### config.mk
export PLATFORM = sky130hd
export DESIGN_NAME = tbrl_refill
export DESIGN_NICKNAME = d
export VERILOG_FILES = /design/src/hdl/tbrl_pkg.sv /design/src/hdl/tbrl_refill.sv
export SDC_FILE = /design/constraint.sdc
export NUM_CORES = 1
export LEC_CHECK = 0
export CAP_MARGIN = 20
export CORE_MARGIN = 4
export CORE_UTILIZATION = 40
export CTS_CLUSTER_SIZE = 14
export DETAILED_ROUTE_END_ITERATION = 7
export DONT_BUFFER_PORTS = 1
export HOLD_SLACK_MARGIN = 0.08
export PLACE_DENSITY = 0.63
export SYNTH_ARGS = -nofsm -noshare
export SYNTH_HDL_FRONTEND = slang
export SYNTH_SLANG_ARGS = --single-unit
### constraint.sdc
create_clock -name clk -period 14.5 [get_ports clk]
set_clock_uncertainty 0.2 [all_clocks]
set_input_delay 1.45 -clock clk [delete_from_list [all_inputs] [get_ports clk]]
set_output_delay 1.45 -clock clk [all_outputs]
set_load 0.02 [all_outputs]
### src/hdl/tbrl_pkg.sv
// Shared types and constants for the token bucket rate limiter.
package tbrl_pkg;

    localparam int TOKEN_W = 36;
    localparam int TIME_W  = 64;
    localparam int DROP_W  = 32;
    localparam int RATE_W  = 16;

    typedef logic [TOKEN_W-1:0] token_t;
    typedef logic [TIME_W-1:0]  stamp_t;
    typedef logic [DROP_W-1:0]  drops_t;
    typedef logic [RATE_W-1:0]  rate_t;

    // one full token, scaled by one million
    localparam token_t TOKEN_SCALE = 36'd1000000;
    // elapsed times below one second fit in this many bits
    localparam int ELAP_W = 20;

    typedef struct packed {
        logic   valid;
        stamp_t last_time;
        token_t tokens;
    } bucket_t;

    typedef struct packed {
        logic cap_en;
        logic elap_en;
        logic lvl_en;
    } refill_ctl_t;

endpackage

### src/hdl/tbrl_refill.sv
// Refill and spend datapath, split into registered steps.
module tbrl_refill (
    input  logic                  clk,
    input  tbrl_pkg::refill_ctl_t ctl,
    input  tbrl_pkg::rate_t       rate,
    input  tbrl_pkg::stamp_t      now,
    input  tbrl_pkg::bucket_t     bucket,
    output logic                  admit,
    output tbrl_pkg::token_t      new_tokens
);
    import tbrl_pkg::*;

    token_t              cap_reg;
    token_t              prod_reg;
    token_t              tok_reg;
    logic                full_reg;
    token_t              level_reg;
    stamp_t              elapsed;
    logic [TOKEN_W:0]    sum;

    assign elapsed = now - bucket.last_time;
    assign sum     = {1'b0, tok_reg} + {1'b0, prod_reg};

    always_ff @(posedge clk)
    begin
        if (ctl.cap_en)
        begin
            cap_reg <= TOKEN_W'(rate) * TOKEN_SCALE;
        end
        if (ctl.elap_en)
        begin
            // a fresh bucket or a gap of a second or more refills to capacity
            full_reg <= !bucket.valid || (elapsed >= TIME_W'(TOKEN_SCALE));
            prod_reg <= TOKEN_W'(rate) * TOKEN_W'(elapsed[ELAP_W-1:0]);
            tok_reg  <= bucket.tokens;
        end
        if (ctl.lvl_en)
        begin
            if (full_reg || (sum > {1'b0, cap_reg}))
            begin
                level_reg <= cap_reg;
            end
            else
            begin
                level_reg <= sum[TOKEN_W-1:0];
            end
        end
    end

    assign admit      = (level_reg >= TOKEN_SCALE);
    assign new_tokens = admit ? (level_reg - TOKEN_SCALE) : level_reg;

endmodule

======== After elaboration in Yosys (flattened, before gate mapping) ========
Index checks and enable logic that the tools add are counted.
cells by class
  add/subtract/negate cells ............... 3
  $mul .................................... 2
  $lt $le $gt $ge ......................... 3
  multiplexer cells ....................... 2
  reduce and logical (&&, ||, !) cells .... 3
operators with widths
  cell                                                                      count
  36-bit two-way mux                                                        2
  64-bit by 20-bit >= comparator with 1-bit output (second input constant)  1
  64-bit subtractor                                                         1
  36-bit by 36-bit adder with 37-bit output                                 1
  37-bit by 36-bit greater-than comparator with 1-bit output                1
  36-bit by 20-bit >= comparator with 1-bit output (second input constant)  1
  16-bit by 20-bit multiplier with 36-bit output                            1
  36-bit by 20-bit subtractor with 36-bit output (second input constant)    1
  16-bit by 14-bit multiplier with 30-bit output (second input constant)    1
  1-bit logical OR                                                          2
  1-bit logical NOT                                                         1
word-level totals
  register bits after elaboration ......... 139
  input port bits ......................... 185

======== Depth between registers and ports, before layout ========
  depth in word-level cells ............... 4
  gate-level depth with buffers ........... 34

======== Worst setup path before layout ========
OpenSTA, ideal clock, no wires.
  kind .................................... in2reg
  start ................................... in now[0]
  end ..................................... reg prod_reg[34] (data pin)
  arrival ................................. 9.498 ns
  required time ........................... 14.035 ns
  slack ................................... 4.537 ns
  cell stages on the path ................. 34
  path buffers ............................ 1
  path through ............................ inv_1 ha_1 inv_1 fa_1 a21o_1 a221oi_2 o21bai_1 a31oi_1 o21ai_0 xor2_1 clkbuf_1 nand2_1 fa_1 fa_1 fa_1 inv_1 fa_1 fa_1 inv_1 fa_1 inv_1 ha_1 and3_1 a31oi_1 o21ai_0 a21oi_1 nor2_1 a2111oi_0 o21a_1 o211ai_1 or3_1 a31oi_1 o21ai_0 xor2_1
between the ends
  word-level cells in the longest chain between the ends .. 2
RTL lines
  element                                         line               text
  start: declaration                              tbrl_refill.sv:6   input tbrl_pkg::stamp_t now,
  64-bit subtractor                               tbrl_refill.sv:21  assign elapsed = now - bucket.last_time;
  16-bit by 20-bit multiplier with 36-bit output  tbrl_refill.sv:34  prod_reg <= TOKEN_W'(rate) * TOKEN_W'(elapsed[ELAP_W-1:0]);
  end signal: assignment                          tbrl_refill.sv:34
  end: declaration                                tbrl_refill.sv:14  token_t prod_reg;
No other way between the ends.
A chain may end at the register's enable or synchronous reset.

======== Worst setup path in the final report ========
Same ends and word-level chain as after synthesis.

==> out/results.ini <==
[status]
status=complete, no violations

[global_routing]
grt_max_degree=74
grt_pass1_wl_um=107000
overflow=0
antenna_found_initial=1
grt_pass1_vias=20000
grt_use_total_pct=19.9

[yosys]
syn-num-nets=3668
yosys_warnings=0
synth_top_area_cell=fa_1
ys_ff_latch=139
avgSynthCellArea_sq_um=9.08
ys_types=79
synth_edf_count=139
synth.top_cells.by_area=fa_1 (24%), ha_1 (17%), edfxtp_1 (16%)
synth-main-ff-cell=edfxtp_1
netlist_area_sq_um=25700
synthCells=2832
async_reset_ff_share_pct=0
synth_seq_area_share_pct=16.2
netlist.area_leader.share_pct=23.9

[place]
numPortBuffers=0
gp_congestion=0.941
dpl.hpwl_um=53700

[clock_network]
worstSkewPairLatency_ps=440
postCtsSetupBuffers=0
clockBufferDepth=2
cts_hold_buf=0
htreeDepth=4
root_buffer=clkbuf_16
numClockSinks=139
cts_tree=done
ctsResizeCount=0
cts_made_buffers=17
clk_pin_slew_ps=60

[hold_path]
hold_path_class=flip-flop to flip-flop
hold_depth=1

[final_layout]
fill_cells=6239
multi_input_area_sq_um=19500
final_common_cell=inv_1
layout_common_cells=inv_1 (452), ha_1 (344), fa_1 (307)
areaGrowthSynthToFinish_pct=5.51
drive_gt1_share_pct=3.63
diodes=0
finalNetCount=3603
register_area_sq_um=4170

[setup_path]
cp.arrival_ps=10110
crit_path_end_kind=flip-flop
reg2reg_slack_ps=7530
r2r_cells=21
critPathMaxFanout=17
max_stage_delay_ps=550
worst_path_max_delay_cell=fa_1
setup.worst_path.class=input port to flip-flop
cp_common_cell=fa_1
start_kind=input port
worstPathRequired_ps=14490

[sta]
rsz0062_at_grt=false
hold_violations=0
post-route-min-period_ps=10130
drv_slew=0
period_share_pct=69.8
setup_tns_ps=0
tightest_slew_ps=1070
setup_viol_count_final=0
fmax_ghz=0.0988
slew_headroom_pct=28.3

[job]
maxCapViolCount=0

[die]
row_count=92
dieArea_sq_um=68400
die_w_um=262
core_area_sq_um=63300
ios=222
start_util_pct=40.6
die_h_um=262

[drt]
wirelength_um=67300
drc=0
vias=19300
wl_per_cell_um=18.6
drtIter0Drc=921
first_pass_iters=5
ant_nets=0
drt-vias-per-instance=5.33

-- worst paths after layout --
path	start	end
hold reg to reg	cap_reg[29]	level_reg[29]
hold / removal	cap_reg[29]	level_reg[29]
setup reg to reg	prod_reg[1]	level_reg[9]
setup / recovery	now[0]	prod_reg[34]
-- cell families after synthesis --
logic type | share of synthesized area, %
XOR/XNOR | 5.52
flip-flops | 16.2
AND/OR/NAND/NOR | 15.1
buffers and inverters | 8.21
AO/OA/AOI/OAI | 12.8
adder cells (fa/ha/maj) | 40.6
multiplexers | 1.51
-- per-stage QoR --
stage	hold slack [ps]	worst slack (ps)	util [%]	instances	instance area, sq um
2_1_floorplan	352	4540	-	2832	25700
3_3_place_gp	368	4100	41.9	3593	26500
3_5_place_dp	361	3870	41.9	3593	26500
4_1_cts	380	4330	42.8	3625	27100
5_1_grt	402	3790	42.9	3626	27100
6_report	381	4370	42.9	3626	27100
-- cells in the mapped netlist (8+ instances only) --
master / count
inv_1: 452
ha_1: 344
fa_1: 307
nand2_1: 280
a21oi_1: 181
and2_1: 149
edfxtp_1: 139
nor2_1: 103
xnor2_1: 101
clkbuf_1: 87
a21o_1: 80
o21ai_0: 79
xor2_1: 61
nand4_1: 53
nor3_1: 36
nand3_1: 33
mux2_2: 30
nor2b_1: 28
o21bai_1: 27
nand2b_1: 19
o21a_1: 19
a31oi_1: 17
o21ai_1: 15
and3_1: 14
o211ai_1: 14
nor4_1: 13
a211oi_1: 11
or3_1: 11
buf_2: 8
-- routing by layer --
metal / part of all wire (%) / GRT usage, % / vias to the layer above
met5: 0.028 / 0 / -
met2: 48 / 34.0 / 525
met1: 43 / 25.2 / 9339
met4: 3.2 / 6.79 / 2
met3: 5.9 / 3.94 / 94
li1: - / - / 9353
-- critical path: cells and delay by family --
family,cells,cell delay [ps]
adder cells (fa/ha/maj),9,3950
AO/OA/AOI/OAI,13,3120
AND/OR/NAND/NOR,4,780
buffers and inverters,6,490
XOR/XNOR,2,290
-- layout make-up --
cell class	instances	share of cell area, %
Clock buffer	17	1.57
Timing Repair Buffer	18	0.572
Tap cell	846	3.90
Multi-Input combinational cell	2139	71.7
Inverter	452	6.25
Clock inverter	15	0.646
Sequential cell	139	15.4
Power is left out: the tool's default activity adds up to more than one toggle a clock period on the data nets, which glitch-free logic cannot reach.
