**config.mk**
```make
export PLATFORM = sky130hd
export DESIGN_NAME = tbrl_drop_ctr
export DESIGN_NICKNAME = d
export VERILOG_FILES = /design/src/hdl/tbrl_pkg.sv /design/src/hdl/tbrl_drop_ctr.sv
export SDC_FILE = /design/constraint.sdc
export NUM_CORES = 1
export LEC_CHECK = 0
export ABC_AREA = 1
export BUFFER_PORTS_ARGS = -buffer_cell sky130_fd_sc_hd__buf_2
export CORE_MARGIN = 2
export CORE_UTILIZATION = 59
export CTS_CLUSTER_DIAMETER = 30
export DETAILED_ROUTE_END_ITERATION = 7
export GPL_TIMING_DRIVEN = 0
export PLACE_DENSITY = 0.8
export SLEW_MARGIN = 10
export SYNTH_ARGS = -nofsm -noshare
export SYNTH_HDL_FRONTEND = slang
export SYNTH_SLANG_ARGS = --single-unit
```
**constraint.sdc**
```tcl
create_clock -name clk -period 3.3 [get_ports clk]
set_input_delay 0.495 -clock clk [delete_from_list [all_inputs] [get_ports clk]]
set_output_delay 0.495 -clock clk [all_outputs]
set_load 0.05 [all_outputs]
```
**src/hdl/tbrl_pkg.sv**
```systemverilog
// Shared types and constants for the token bucket rate limiter.
package tbrl_pkg;

    localparam int TOKEN_W = 36;
    localparam int TIME_W  = 64;
    localparam int DROP_W  = 32;
    localparam int RATE_W  = 16;

    typedef logic [TOKEN_W-1:0] token_t;
    typedef logic [TIME_W-1:0]  stamp_t;
    typedef logic [DROP_W-1:0]  drops_t;
    typedef logic [RATE_W-1:0]  rate_t;

    // one full token, scaled by one million
    localparam token_t TOKEN_SCALE = 36'd1000000;
    // elapsed times below one second fit in this many bits
    localparam int ELAP_W = 20;

    typedef struct packed {
        logic   valid;
        stamp_t last_time;
        token_t tokens;
    } bucket_t;

    typedef struct packed {
        logic cap_en;
        logic elap_en;
        logic lvl_en;
    } refill_ctl_t;

endpackage

```
**src/hdl/tbrl_drop_ctr.sv**
```systemverilog
// Per-channel wrapping drop counters.
module tbrl_drop_ctr #(
    parameter int CHANNELS = 3,
    parameter int CH_W     = 2
) (
    input  logic                clk,
    input  logic                rst_n,
    input  logic                bump,
    input  logic [CH_W-1:0]     sel,
    output tbrl_pkg::drops_t    count_after
);
    import tbrl_pkg::*;

    drops_t cnt_reg [CHANNELS];

    assign count_after = cnt_reg[sel] + DROP_W'(bump);

    always_ff @(posedge clk or negedge rst_n)
    begin
        if (!rst_n)
        begin
            for (int i = 0; i < CHANNELS; i++)
            begin
                cnt_reg[i] <= '0;
            end
        end
        else if (bump)
        begin
            cnt_reg[sel] <= count_after;
        end
    end

endmodule

```
Word-level counts from Yosys, hierarchy flattened. Index checks and enable logic that the tools add are counted.

Flip-flop bits (word level): 96. Output and inout port bits: 32.

Magnitude comparators: 2. $add $sub $neg: 1. Multiplexer cells: 6. Reductions and logical operators: 1. Bitwise logic cells: 1.

Operators by type and width (number): 96-bit bitwise mux (1); 32-bit two-way mux (3); 32-bit binary-select mux with 2-bit select (1); 32-bit demux with 2-bit select (1); 32-bit by 1-bit adder with 32-bit output (1); 3-bit >= comparator, second input constant (1); 3-bit by 1-bit < comparator with 1-bit output, second input constant (1); 2-bit inverter with 3-bit output (1); 1-bit logical AND (1).

Depth between registers and ports, before layout. Gate-level depths: netlist (run 1).

Depth in word-level cells: 6. Depth in mapped cells: 16. Mapped depth without buffers: 14.

Worst setup path before layout (run 1). OpenSTA, ideal clock, no wires.

Path type: input to output. From: in sel[0]. To: out count_after[8]. Arrival: 2.660 ns. Cell stages on the path: 12. Slack: 0.145 ns. Cell sequence: inv_2 buf_4 buf_4 nor2_2 a22oi_1 nand2_1 ha_1 ha_1 nand2_1 nor2_4 nand2_2 xnor2_1.

Word-level cells in the longest chain between the ends: 5.

Ends and longest elaborated chain: from (decl) (line tbrl_drop_ctr.sv:9) `input logic [CH_W-1:0] sel,`; 2-bit inverter with 3-bit output (implied by the code) (line tbrl_drop_ctr.sv:16) `assign count_after = cnt_reg[sel] + DROP_W'(bump);`; 32-bit binary-select mux with 2-bit select (line tbrl_drop_ctr.sv:16); 32-bit two-way mux (implied by the code) (2 in a row) (line tbrl_drop_ctr.sv:16); 32-bit by 1-bit adder with 32-bit output (line tbrl_drop_ctr.sv:16); to (decl) (line tbrl_drop_ctr.sv:10) `output tbrl_pkg::drops_t count_after`.

Every way passes these cells. The select of a mux whose other input is x is not followed.

Worst setup path in the final report (run 1).
From: in sel[0]. To: out count_after[30].

The elaborated chain is that of the path after synthesis.

==> impl_metrics.xml, run 1 <==
<?xml version="1.0" encoding="UTF-8"?>
<metrics>
  <group name="run_status">
    <metric name="run_status" unit="">finished, final reports clean</metric>
  </group>
  <group name="detailed_routing">
    <metric name="routed_wl" unit="mm">15.7</metric>
    <metric name="vias_per_cell" unit="">5.79</metric>
    <metric name="route.vias.total" unit="">5330</metric>
    <metric name="drt_first_pass_iters" unit="">6</metric>
    <metric name="antenna_left" unit="">0</metric>
    <metric name="drcViolationCount" unit="">0</metric>
    <metric name="routed_wire_length_per_instance" unit="um">17.0</metric>
    <metric name="detailedRoute.firstIterationViolations" unit="">407</metric>
  </group>
  <group name="yosys">
    <metric name="syn_nets" unit="">760</metric>
    <metric name="post_synth.cell_area_avg" unit="um2">7.35</metric>
    <metric name="synth_async_sr_flop_share" unit="%">100</metric>
    <metric name="synth_area" unit="um2">5530</metric>
    <metric name="yosys_warnings" unit="">0</metric>
    <metric name="synth_top_area_cells" unit="">sky130_fd_sc_hd__dfrtp_1 (43%), sky130_fd_sc_hd__nand2_1 (22%), sky130_fd_sc_hd__nand3_1 (13%), sky130_fd_sc_hd__nand3_2 (2.5%), sky130_fd_sc_hd__and2_1 (2.5%)</metric>
    <metric name="synth-main-ff-cell" unit="">sky130_fd_sc_hd__dfrtp_1</metric>
    <metric name="synth_enable_flop_cells" unit="">0</metric>
    <metric name="yosys.cell_types.count" unit="">26</metric>
    <metric name="post_synth_inst_count" unit="">752</metric>
    <metric name="synth.yosys.seq_area_share" unit="%">43.4</metric>
    <metric name="synthTopCellsByCount" unit="">sky130_fd_sc_hd__nand2_1 (325), sky130_fd_sc_hd__nand3_1 (149), sky130_fd_sc_hd__dfrtp_1 (96), sky130_fd_sc_hd__nor2_1 (27), sky130_fd_sc_hd__inv_1 (24)</metric>
    <metric name="synthDominantCellAreaShare" unit="%">43.4</metric>
    <metric name="synth-seq-cells" unit="">96</metric>
    <metric name="synth_largest_area_cell" unit="">sky130_fd_sc_hd__dfrtp_1</metric>
    <metric name="synthMostInstantiatedCell" unit="">sky130_fd_sc_hd__nand2_1</metric>
  </group>
  <group name="power_and_ir_drop">
    <metric name="combPwrFrac" unit="%">10.4</metric>
    <metric name="cellInternalPower" unit="mW">1.73</metric>
    <metric name="p_seq_share" unit="%">51.8</metric>
    <metric name="power_switching" unit="mW">0.622</metric>
    <metric name="power.share.switching" unit="%">26.4</metric>
    <metric name="clock_network_power_share" unit="%">37.9</metric>
    <metric name="power_leakage" unit="nW">3.33</metric>
    <metric name="worst_ir_drop_vdd" unit="uV">178</metric>
    <metric name="cellPowerDensity" unit="nW/um2">372</metric>
  </group>
  <group name="die">
    <metric name="die_w" unit="um">101</metric>
    <metric name="core" unit="um2">9150</metric>
    <metric name="ioPinCount" unit="">37</metric>
    <metric name="rows" unit="">35</metric>
    <metric name="initial_core_utilization" unit="%">60.4</metric>
    <metric name="die_h" unit="um">101</metric>
    <metric name="dieArea" unit="um2">10200</metric>
  </group>
  <group name="critical_path">
    <metric name="rr_startpoint" unit="">cnt_reg[64]$_DFFE_PN0P_</metric>
    <metric name="worst_setup_path_startpoint" unit="">sel[0]</metric>
    <metric name="worst-path-max-fanout" unit="">10</metric>
    <metric name="crit_type" unit="">in2out</metric>
    <metric name="worst_setup_path_start_kind" unit="">input pin</metric>
    <metric name="worstPathRequired" unit="ps">2800</metric>
    <metric name="cp.arrival" unit="ps">2760</metric>
    <metric name="kind_of_end_point_of_the_critical_path" unit="">output pin</metric>
  </group>
  <group name="job">
    <metric name="drv.max_cap_violation_count" unit="">0</metric>
  </group>
  <group name="cts">
    <metric name="numClockSinks" unit="">96</metric>
    <metric name="clk_transition_reported_paths" unit="ps">90</metric>
    <metric name="cts-root-buf" unit="">sky130_fd_sc_hd__clkbuf_8</metric>
    <metric name="cts_hold_repair.buffers" unit="">0</metric>
    <metric name="cts_max_path_buffers" unit="">2</metric>
    <metric name="tritoncts.num_buffers" unit="">9</metric>
    <metric name="htree_levels" unit="">3</metric>
    <metric name="tritoncts" unit="">yes</metric>
    <metric name="clk-insertion-delay-late" unit="ps">390</metric>
  </group>
  <group name="sta">
    <metric name="worst_clock_skew" unit="ps">15.9</metric>
    <metric name="totalNegativeSetupSlack" unit="ps">0</metric>
    <metric name="final-setup-viol-count" unit="">0</metric>
    <metric name="finalWorstSetupSlack" unit="ps">46.1</metric>
    <metric name="min_period" unit="ps">3250</metric>
    <metric name="worst-slew-pin-transition" unit="ps">619</metric>
    <metric name="achievable_freq" unit="GHz">0.307</metric>
    <metric name="final_min_period_over_clock_period" unit="%">98.6</metric>
    <metric name="hold_viol" unit="">0</metric>
    <metric name="maxSlewViolCount" unit="">0</metric>
    <metric name="slew-limit-headroom" unit="%">58.7</metric>
  </group>
  <group name="layout">
    <metric name="finalInstanceArea" unit="um2">6320</metric>
    <metric name="num_antenna_cells" unit="">0</metric>
    <metric name="areaGrowthSynthToFinish" unit="%">14.3</metric>
    <metric name="largest_register_ffs" unit="">96</metric>
    <metric name="drive_above_1_share" unit="%">18.3</metric>
    <metric name="fin_nets" unit="">813</metric>
  </group>
  <group name="global_route">
    <metric name="global_route_wire_length_before_repair" unit="mm">25.5</metric>
    <metric name="grt.overflow.total" unit="">0</metric>
    <metric name="global_route.usage.met3" unit="%">7.56</metric>
    <metric name="globalRouteMet2Util" unit="%">49.3</metric>
    <metric name="grt_pass1_vias" unit="">5188</metric>
    <metric name="grt_usage" unit="%">32.5</metric>
    <metric name="grt_antenna_before_repair" unit="">0</metric>
    <metric name="grt_max_degree" unit="">55</metric>
    <metric name="grt_use_met1" unit="%">44.7</metric>
    <metric name="globalRoute.busiestLayer" unit="">met2</metric>
  </group>
  <group name="hold_path">
    <metric name="hold_path.class" unit="">in2async</metric>
  </group>
  <group name="placed_design">
    <metric name="dp_worst_setup_slack" unit="ps">-256</metric>
    <metric name="gp_congestion" unit="">0.949</metric>
    <metric name="numPortBuffers" unit="">36</metric>
    <metric name="dp_hpwl" unit="mm">10.7</metric>
    <metric name="cell_area_placed" unit="um2">5880</metric>
  </group>
</metrics>
## logic make-up (layout without fill, tap and decap cells)
family,count (synthesis),in the layout,share of synthesized area [%]
buf+inv,61,119,5.97
fa+ha+maj,3,3,0.679
simple gates,570,570,46.8
compound gates,12,12,1.22
flops,96,96,43.4
xor+xnor,10,10,1.86
## what timing repair did
item / in CTS / in global routing
buffers inserted: 2 / 5
gates resized for setup: 32 / 22
pin swaps: 6 / 16
endpoints found under the setup margin: 24 / 25
## stage by stage
step                      cells  total power, mW  util (%)  hold slack [ps]
after floorplan             752             1.38         -              199
after global placement      899             1.46      63.9              463
after detailed placement    900             1.47      64.2              466
after CTS                   917             2.35      68.0              133
after global routing        921             2.43      69.1              149
final                       921             2.35      69.1              109
## final timing paths
path | to | slack, ps | cells past startpoint
max in group asynchronous | cnt_reg[18]$_DFFE_PN0P_ | 2520 | 2
max | count_after[30] | 50 | 16
min reg2reg | cnt_reg[45]$_DFFE_PN0P_ | 490 | 2
min | cnt_reg[32]$_DFFE_PN0P_ | 110 | 1
max reg2reg | cnt_reg[62]$_DFFE_PN0P_ | 1230 | 13
min in group clk | cnt_reg[45]$_DFFE_PN0P_ | 490 | 2
## power groups by stage
stage	Sequential, mW	Combinational (mW)	Clock (mW)
2_1_floorplan	1.24	0.145	0
3_3_place_gp	1.24	0.219	0
3_5_place_dp	1.24	0.230	0
4_1_cts	1.22	0.235	0.896
5_1_grt	1.22	0.265	0.941
6_report	1.22	0.244	0.892
## final cells by class
| type | count | area (um2) |
|---|---|---|
| fillers | 731 | 2830 |
| clock buffers | 11 | 151 |
| plain buffers | 31 | 221 |
| multi-input cells | 595 | 2900 |
| flip-flops and latches | 96 | 2400 |
| clock inverters | 5 | 78.8 |
| repair buffers | 44 | 329 |
| well taps | 111 | 139 |
| inverters | 28 | 105 |
## layer usage
| metal | up-vias | part of all wire [%] |
|---|---|---|
| met1 | 2517 | 43 |
| met5 | - | 0 |
| met3 | 49 | 8.3 |
| met2 | 260 | 46 |
| li1 | 2504 | - |
| met4 | 0 | 2.8 |
## placed cells by master, fill, tap and decap left out, types with 9 or more instances in the layout
cell	synthesis	layout
sky130_fd_sc_hd__nor2_2	13	11
sky130_fd_sc_hd__dfrtp_1	96	96
sky130_fd_sc_hd__buf_2	6	28
sky130_fd_sc_hd__nor2_1	27	26
sky130_fd_sc_hd__clkbuf_1	10	10
sky130_fd_sc_hd__o21ai_0	9	9
sky130_fd_sc_hd__nand3_2	14	19
sky130_fd_sc_hd__nand2_2	5	13
sky130_fd_sc_hd__nor2_4	7	10
sky130_fd_sc_hd__nand3_1	149	144
sky130_fd_sc_hd__buf_6	8	14
sky130_fd_sc_hd__clkbuf_8	0	11
sky130_fd_sc_hd__inv_1	24	24
sky130_fd_sc_hd__nand2_1	325	316
sky130_fd_sc_hd__buf_4	9	19
sky130_fd_sc_hd__and2_1	22	20
## critical path, stage by stage
cell and delay, ps:
sky130_fd_sc_hd__buf_4 150, sky130_fd_sc_hd__buf_6 150, sky130_fd_sc_hd__buf_6 150, sky130_fd_sc_hd__nor2_4 130
sky130_fd_sc_hd__nand2_1 60, sky130_fd_sc_hd__nand2_1 80, sky130_fd_sc_hd__ha_2 200, sky130_fd_sc_hd__ha_4 140
sky130_fd_sc_hd__nand2_1 80, sky130_fd_sc_hd__nor2_4 180, sky130_fd_sc_hd__nand2_2 110, sky130_fd_sc_hd__nor2_4 260
sky130_fd_sc_hd__nand2_1 130, sky130_fd_sc_hd__nand2_2 120, sky130_fd_sc_hd__and2_4 170, sky130_fd_sc_hd__buf_8 140
No activity file was read; power rests on OpenSTA's default activity.
==> run 2, diff against run 1 <==
==> constraint.sdc (replaced) <==
create_clock -name clk -period 3.2 [get_ports clk]
set_input_delay 0.48 -clock clk [delete_from_list [all_inputs] [get_ports clk]]
set_output_delay 0.48 -clock clk [all_outputs]
set_load 0.05 [all_outputs]
==> impl_metrics.xml, run 2 (synthesis results as in run 1) <==
<?xml version="1.0" encoding="UTF-8"?>
<metrics>
  <group name="layout">
    <metric name="layout.area.seq" unit="um2">2400</metric>
    <metric name="fin_nets" unit="">818</metric>
    <metric name="num_antenna_cells" unit="">0</metric>
    <metric name="finalInstanceArea" unit="um2">6390</metric>
    <metric name="drive_above_1_share" unit="%">19.4</metric>
    <metric name="fillCellCount" unit="">728</metric>
    <metric name="largest_register_ffs" unit="">96</metric>
    <metric name="most_frequent_cells_in_the_layout" unit="">sky130_fd_sc_hd__nand2_1 (314), sky130_fd_sc_hd__nand3_1 (144), sky130_fd_sc_hd__dfrtp_1 (96)</metric>
    <metric name="postLayoutCoreUtil" unit="%">69.8</metric>
    <metric name="multi_input_comb_area" unit="um2">2920</metric>
    <metric name="areaGrowthSynthToFinish" unit="%">15.6</metric>
    <metric name="layout.cells.most_common" unit="">sky130_fd_sc_hd__nand2_1</metric>
  </group>
  <group name="critical_path">
    <metric name="cp_slowest_stage_delay" unit="ps">260</metric>
    <metric name="crit_type" unit="">in2out</metric>
    <metric name="cp.arrival" unit="ps">2650</metric>
    <metric name="r2r_cells" unit="">13</metric>
    <metric name="worst_setup_path_start_kind" unit="">input pin</metric>
    <metric name="worst-path-max-fanout" unit="">10</metric>
    <metric name="critPathMostFrequentCell" unit="">sky130_fd_sc_hd__nor2_4</metric>
    <metric name="critical_path_cell_by_cell" unit="">buf_4, buf_6, buf_6, nor2_4, nand2_1, nand2_2, ha_1, nand2_1, nor2_4, nand2_2, nor2_4, or2_1, and2_1, buf_2</metric>
    <metric name="worstPathRequired" unit="ps">2720</metric>
    <metric name="r2r-end" unit="">cnt_reg[82]$_DFFE_PN0P_</metric>
    <metric name="rr_startpoint" unit="">cnt_reg[64]$_DFFE_PN0P_</metric>
    <metric name="critPathSlowestCell" unit="">sky130_fd_sc_hd__nor2_4</metric>
    <metric name="kind_of_end_point_of_the_critical_path" unit="">output pin</metric>
    <metric name="r2r_slack" unit="ps">1070</metric>
  </group>
  <group name="placed_design">
    <metric name="gp_congestion" unit="">0.949</metric>
    <metric name="dp_hpwl" unit="mm">10.7</metric>
    <metric name="cell_area_placed" unit="um2">5880</metric>
    <metric name="numPortBuffers" unit="">36</metric>
  </group>
  <group name="detailed_routing">
    <metric name="routed_wl" unit="mm">15.8</metric>
    <metric name="detailedRoute.firstIterationViolations" unit="">399</metric>
    <metric name="antenna_left" unit="">0</metric>
    <metric name="route.vias.total" unit="">5404</metric>
    <metric name="routed_wire_length_per_instance" unit="um">17.0</metric>
    <metric name="drcViolationCount" unit="">0</metric>
    <metric name="drt_first_pass_iters" unit="">5</metric>
    <metric name="vias_per_cell" unit="">5.84</metric>
  </group>
  <group name="sta">
    <metric name="worst-slew-pin-transition" unit="ps">618</metric>
    <metric name="achievable_freq" unit="GHz">0.319</metric>
    <metric name="slew-limit-headroom" unit="%">58.8</metric>
    <metric name="maxSlewViolCount" unit="">0</metric>
    <metric name="final-setup-viol-count" unit="">0</metric>
    <metric name="min_period" unit="ps">3130</metric>
    <metric name="worst_clock_skew" unit="ps">16.2</metric>
    <metric name="final_min_period_over_clock_period" unit="%">97.9</metric>
    <metric name="hold_viol" unit="">0</metric>
  </group>
  <group name="die">
    <metric name="die_h" unit="um">101</metric>
    <metric name="rows" unit="">35</metric>
    <metric name="dieArea" unit="um2">10200</metric>
    <metric name="ioPinCount" unit="">37</metric>
    <metric name="die_w" unit="um">101</metric>
    <metric name="core" unit="um2">9150</metric>
    <metric name="initial_core_utilization" unit="%">60.4</metric>
  </group>
  <group name="global_route">
    <metric name="grt.overflow.total" unit="">0</metric>
    <metric name="global_route_wire_length_before_repair" unit="mm">25.6</metric>
    <metric name="grt_max_degree" unit="">55</metric>
    <metric name="grt_pass1_vias" unit="">5255</metric>
    <metric name="grt_usage" unit="%">32.5</metric>
    <metric name="grt_antenna_before_repair" unit="">0</metric>
  </group>
  <group name="cts">
    <metric name="cts-root-buf" unit="">sky130_fd_sc_hd__clkbuf_8</metric>
    <metric name="tritoncts.num_buffers" unit="">9</metric>
    <metric name="clk-insertion-delay-late" unit="ps">390</metric>
    <metric name="cts_max_path_buffers" unit="">2</metric>
    <metric name="clk_transition_reported_paths" unit="ps">90</metric>
    <metric name="htree_levels" unit="">3</metric>
    <metric name="cts_hold_repair.buffers" unit="">0</metric>
    <metric name="numClockSinks" unit="">96</metric>
    <metric name="tritoncts" unit="">yes</metric>
  </group>
  <group name="power_and_ir_drop">
    <metric name="p_seq_share" unit="%">51.6</metric>
    <metric name="combPwrFrac" unit="%">10.6</metric>
    <metric name="power_switching" unit="mW">0.648</metric>
    <metric name="power_leakage" unit="nW">3.36</metric>
    <metric name="cellPowerDensity" unit="nW/um2">381</metric>
    <metric name="worst_ir_drop_vdd" unit="uV">183</metric>
    <metric name="cellInternalPower" unit="mW">1.79</metric>
    <metric name="power.share.switching" unit="%">26.6</metric>
    <metric name="clock_network_power_share" unit="%">37.8</metric>
  </group>
  <group name="hold_path">
    <metric name="hold_path.class" unit="">in2async</metric>
  </group>
  <group name="run_status">
    <metric name="run_status" unit="">finished, final reports clean</metric>
  </group>
  <group name="job">
    <metric name="drv.max_cap_violation_count" unit="">0</metric>
  </group>
</metrics>
## run 2: cell types whose count changed in the layout (fill, tap and decap cells not counted), sizes merged
cell    before  now
clkbuf      21   24
buf         65   67
## run 2: area by class of cell
| class | instances | area share, % |
|---|---|---|
| Buffer | 30 | 3.35 |
| Clock buffer | 11 | 2.37 |
| Clock inverter | 5 | 1.23 |
| Inverter | 28 | 1.64 |
| Multi-Input combinational cell | 595 | 45.7 |
| Sequential cell | 96 | 37.6 |
| Tap cell | 111 | 2.17 |
| Timing Repair Buffer | 50 | 5.91 |
## run 2: metal layers
layer / track usage (%) / routed length, um
met5: 0 / 0
met4: 14.9 / 376
met3: 7.56 / 1290
met2: 49.5 / 7290
met1: 44.3 / 6830
## run 2: through the flow
| step | instances | setup slack [ps] | hold slack (ps) | total power [mW] | setup TNS (ps) |
|---|---|---|---|---|---|
| after floorplan | 752 | 74.5 | 184 | 1.42 | 0 |
| after global placement | 899 | -275 | 463 | 1.50 | -4180 |
| after detailed placement | 900 | -326 | 466 | 1.52 | -5080 |
| after CTS | 919 | 19.6 | 118 | 2.42 | 0 |
| after global routing | 926 | -34.1 | 134 | 2.51 | -206 |
| final | 926 | 68.4 | 94.3 | 2.44 | 0 |
## run 2: timing repair
item | in CTS | in global routing
buffers inserted | 5 | 8
gates resized for setup | 42 | 21
pin swaps | 11 | 17
setup endpoints to repair | 25 | 24
endpoints found under the hold margin | 0 | 0
## run 2: critical path, delay by kind of cell
kind                     cells  cell delay (ps)
buffers and inverters        4              710
adder cells (fa/ha/maj)      1              150
AND/OR/NAND/NOR              9             1300
## run 2: power by group through the flow
stage | Sequential [mW] | Clock [mW] | Combinational [mW]
finish | 1.26 | 0.922 | 0.258
global route | 1.26 | 0.970 | 0.280
CTS | 1.26 | 0.924 | 0.243
detailed placement | 1.28 | 0 | 0.237
global placement | 1.28 | 0 | 0.226
floorplan | 1.27 | 0 | 0.150
## run 2: how the worst max path moves through the flow
| stage | startpoint | end | slack, ps | cells past startpoint |
|---|---|---|---|---|
| final | sel[0] | count_after[15] | 70 | 14 |
| after global routing | sel[0] | count_after[19] | -30 | 15 |
| after CTS | sel[1] | count_after[15] | 20 | 14 |
| after detailed placement | sel[0] | count_after[30] | -330 | 16 |
| after global placement | sel[0] | count_after[30] | -280 | 16 |
| after floorplan | sel[0] | count_after[8] | 70 | 12 |
==> run 3, diff against run 2 <==
--- a/config.mk
+++ b/config.mk
@@ -7,6 +7,7 @@
 export LEC_CHECK = 0
 export ABC_AREA = 1
 export BUFFER_PORTS_ARGS = -buffer_cell sky130_fd_sc_hd__buf_2
+export CORE_ASPECT_RATIO = 0.5
 export CORE_MARGIN = 2
 export CORE_UTILIZATION = 59
 export CTS_CLUSTER_DIAMETER = 30
==> impl_metrics.xml, run 3 (synthesis results as in run 1) <==
<?xml version="1.0" encoding="UTF-8"?>
<metrics>
  <group name="run_status">
    <metric name="run_status" unit="">finished, final reports clean</metric>
  </group>
  <group name="layout">
    <metric name="layout.area.seq" unit="um2">2400</metric>
    <metric name="fillCellCount" unit="">711</metric>
    <metric name="drive_above_1_share" unit="%">19.5</metric>
    <metric name="fin_nets" unit="">818</metric>
    <metric name="layout.cells.most_common" unit="">sky130_fd_sc_hd__nand2_1</metric>
    <metric name="finalNonFillerCells" unit="">931</metric>
    <metric name="postLayoutCoreUtil" unit="%">73.5</metric>
    <metric name="most_frequent_cells_in_the_layout" unit="">sky130_fd_sc_hd__nand2_1 (314), sky130_fd_sc_hd__nand3_1 (142), sky130_fd_sc_hd__dfrtp_1 (96)</metric>
    <metric name="multi_input_comb_area" unit="um2">2950</metric>
    <metric name="finalInstanceArea" unit="um2">6530</metric>
    <metric name="num_antenna_cells" unit="">0</metric>
    <metric name="areaGrowthSynthToFinish" unit="%">18.1</metric>
    <metric name="largest_register_ffs" unit="">96</metric>
  </group>
  <group name="placed_design">
    <metric name="dp_hpwl" unit="mm">10.5</metric>
    <metric name="cell_area_placed" unit="um2">5890</metric>
    <metric name="numPortBuffers" unit="">36</metric>
    <metric name="gp_congestion" unit="">0.941</metric>
    <metric name="place_inst" unit="">906</metric>
    <metric name="dp_worst_setup_slack" unit="ps">-328</metric>
  </group>
  <group name="power_and_ir_drop">
    <metric name="power_leakage" unit="nW">3.42</metric>
    <metric name="clock_network_power_share" unit="%">42.6</metric>
    <metric name="p_total" unit="mW">2.66</metric>
    <metric name="worst_ir_drop_vdd" unit="uV">279</metric>
    <metric name="power_switching" unit="mW">0.678</metric>
    <metric name="cellPowerDensity" unit="nW/um2">407</metric>
    <metric name="power.share.switching" unit="%">25.5</metric>
    <metric name="combPwrFrac" unit="%">10.1</metric>
    <metric name="cellInternalPower" unit="mW">1.98</metric>
    <metric name="p_seq_share" unit="%">47.3</metric>
  </group>
  <group name="sta">
    <metric name="timing.hold.ws" unit="ps">154</metric>
    <metric name="worst_clock_skew" unit="ps">5.16</metric>
    <metric name="hold_viol" unit="">0</metric>
    <metric name="totalNegativeSetupSlack" unit="ps">0</metric>
    <metric name="achievable_freq" unit="GHz">0.319</metric>
    <metric name="final-setup-viol-count" unit="">0</metric>
    <metric name="maxSlewViolCount" unit="">0</metric>
    <metric name="min_period" unit="ps">3130</metric>
    <metric name="grt_setup_unrepaired" unit="">yes</metric>
    <metric name="worst-slew-pin-transition" unit="ps">684</metric>
    <metric name="slew-limit-headroom" unit="%">54.4</metric>
    <metric name="final_min_period_over_clock_period" unit="%">97.9</metric>
    <metric name="finalWorstSetupSlack" unit="ps">68.5</metric>
  </group>
  <group name="detailed_routing">
    <metric name="antenna_left" unit="">0</metric>
    <metric name="detailedRoute.firstIterationViolations" unit="">654</metric>
    <metric name="vias_per_cell" unit="">5.82</metric>
    <metric name="route.vias.total" unit="">5416</metric>
    <metric name="drcViolationCount" unit="">0</metric>
    <metric name="routed_wire_length_per_instance" unit="um">17.0</metric>
    <metric name="routed_wl" unit="mm">15.8</metric>
    <metric name="drt_first_pass_iters" unit="">5</metric>
  </group>
  <group name="global_route">
    <metric name="global_route_wire_length_before_repair" unit="mm">24.7</metric>
    <metric name="grt.overflow.total" unit="">0</metric>
    <metric name="grt_usage" unit="%">31.5</metric>
    <metric name="grt_max_degree" unit="">50</metric>
    <metric name="grt_pass1_vias" unit="">4915</metric>
    <metric name="grt_antenna_before_repair" unit="">0</metric>
  </group>
  <group name="cts">
    <metric name="numClockSinks" unit="">96</metric>
    <metric name="htree_levels" unit="">3</metric>
    <metric name="clk-insertion-delay-late" unit="ps">360</metric>
    <metric name="tritoncts" unit="">yes</metric>
    <metric name="clk_transition_reported_paths" unit="ps">70</metric>
    <metric name="tritoncts.num_buffers" unit="">9</metric>
    <metric name="cts_hold_repair.buffers" unit="">0</metric>
    <metric name="cts_max_path_buffers" unit="">2</metric>
    <metric name="cts-root-buf" unit="">sky130_fd_sc_hd__clkbuf_16</metric>
  </group>
  <group name="critical_path">
    <metric name="cp.arrival" unit="ps">2650</metric>
    <metric name="r2r_cells" unit="">11</metric>
    <metric name="kind_of_end_point_of_the_critical_path" unit="">output pin</metric>
    <metric name="crit_type" unit="">in2out</metric>
    <metric name="worst_setup_path_start_kind" unit="">input pin</metric>
    <metric name="worstPathRequired" unit="ps">2720</metric>
    <metric name="worst-path-max-fanout" unit="">10</metric>
  </group>
  <group name="die">
    <metric name="ioPinCount" unit="">37</metric>
    <metric name="die_h" unit="um">72.5</metric>
    <metric name="core" unit="um2">8890</metric>
    <metric name="dieArea" unit="um2">10200</metric>
    <metric name="die_w" unit="um">141</metric>
    <metric name="initial_core_utilization" unit="%">62.2</metric>
    <metric name="rows" unit="">24</metric>
  </group>
  <group name="hold_path">
    <metric name="hold_path.class" unit="">in2async</metric>
  </group>
  <group name="job">
    <metric name="drv.max_cap_violation_count" unit="">0</metric>
  </group>
</metrics>
==> run 3: cell count changes in the layout (fill, tap and decap cells not counted), sizes merged <==
cell / before / now
clkinv: 3 / 2
bufinv: 2 / 1
clkbuf: 24 / 26
buf: 67 / 66
==> run 3: path summary, 6_finish.rpt <==
path / slack (ps) / startpoint / to
max: 70 / sel[1] / count_after[24]
min: 150 / rst_n / cnt_reg[58]$_DFFE_PN0P_
max reg2reg: 1240 / cnt_reg[64]$_DFFE_PN0P_ / cnt_reg[52]$_DFFE_PN0P_
min reg2reg: 480 / cnt_reg[68]$_DFFE_PN0P_ / cnt_reg[68]$_DFFE_PN0P_
max in group asynchronous: 2390 / rst_n / cnt_reg[10]$_DFFE_PN0P_
min in group clk: 480 / cnt_reg[68]$_DFFE_PN0P_ / cnt_reg[68]$_DFFE_PN0P_
==> run 3: final cells by class <==
type	count	area share (%)
Clock inverter	3	0.613
Buffer	31	3.66
Clock buffer	12	4.08
Multi-Input combinational cell	595	45.1
Sequential cell	96	36.8
Timing Repair Buffer	49	5.94
Inverter	28	1.61
Tap cell	117	2.24
==> run 3: power groups by stage <==
| stage | Clock (mW) | Combinational, mW | Sequential [mW] |
|---|---|---|---|
| global route | 1.17 | 0.289 | 1.26 |
| global placement | 0 | 0.228 | 1.28 |
| floorplan | 0 | 0.150 | 1.27 |
| CTS | 1.13 | 0.242 | 1.26 |
| detailed placement | 0 | 0.237 | 1.28 |
| finish | 1.13 | 0.268 | 1.26 |
==> run 3: per-layer routing <==
layer	GRT usage [%]	share of wire, %
met1	44.4	44
met2	49.2	44
met3	8.12	11
met4	8.56	1.4
met5	0	0
==> run 3: what timing repair did <==
item	4_1_cts	5_1_grt
setup buffers	3	8
endpoints found under the setup margin	25	26
cloned	0	1
pin swaps	5	20
gates resized for setup	27	45
==> run 3: critical path, cell delays in order <==
cell and delay, ps:
sky130_fd_sc_hd__buf_4 150, sky130_fd_sc_hd__buf_8 140, sky130_fd_sc_hd__buf_8 150, sky130_fd_sc_hd__nor2_4 110, sky130_fd_sc_hd__a22oi_2 60, sky130_fd_sc_hd__nand2_2 120, sky130_fd_sc_hd__ha_4 160, sky130_fd_sc_hd__ha_4 140
sky130_fd_sc_hd__nand2_2 60, sky130_fd_sc_hd__nor2_4 170, sky130_fd_sc_hd__nand2_4 130, sky130_fd_sc_hd__nor2_4 280, sky130_fd_sc_hd__nand2_2 100, sky130_fd_sc_hd__nand2_2 110, sky130_fd_sc_hd__and2_4 150, sky130_fd_sc_hd__buf_8 130
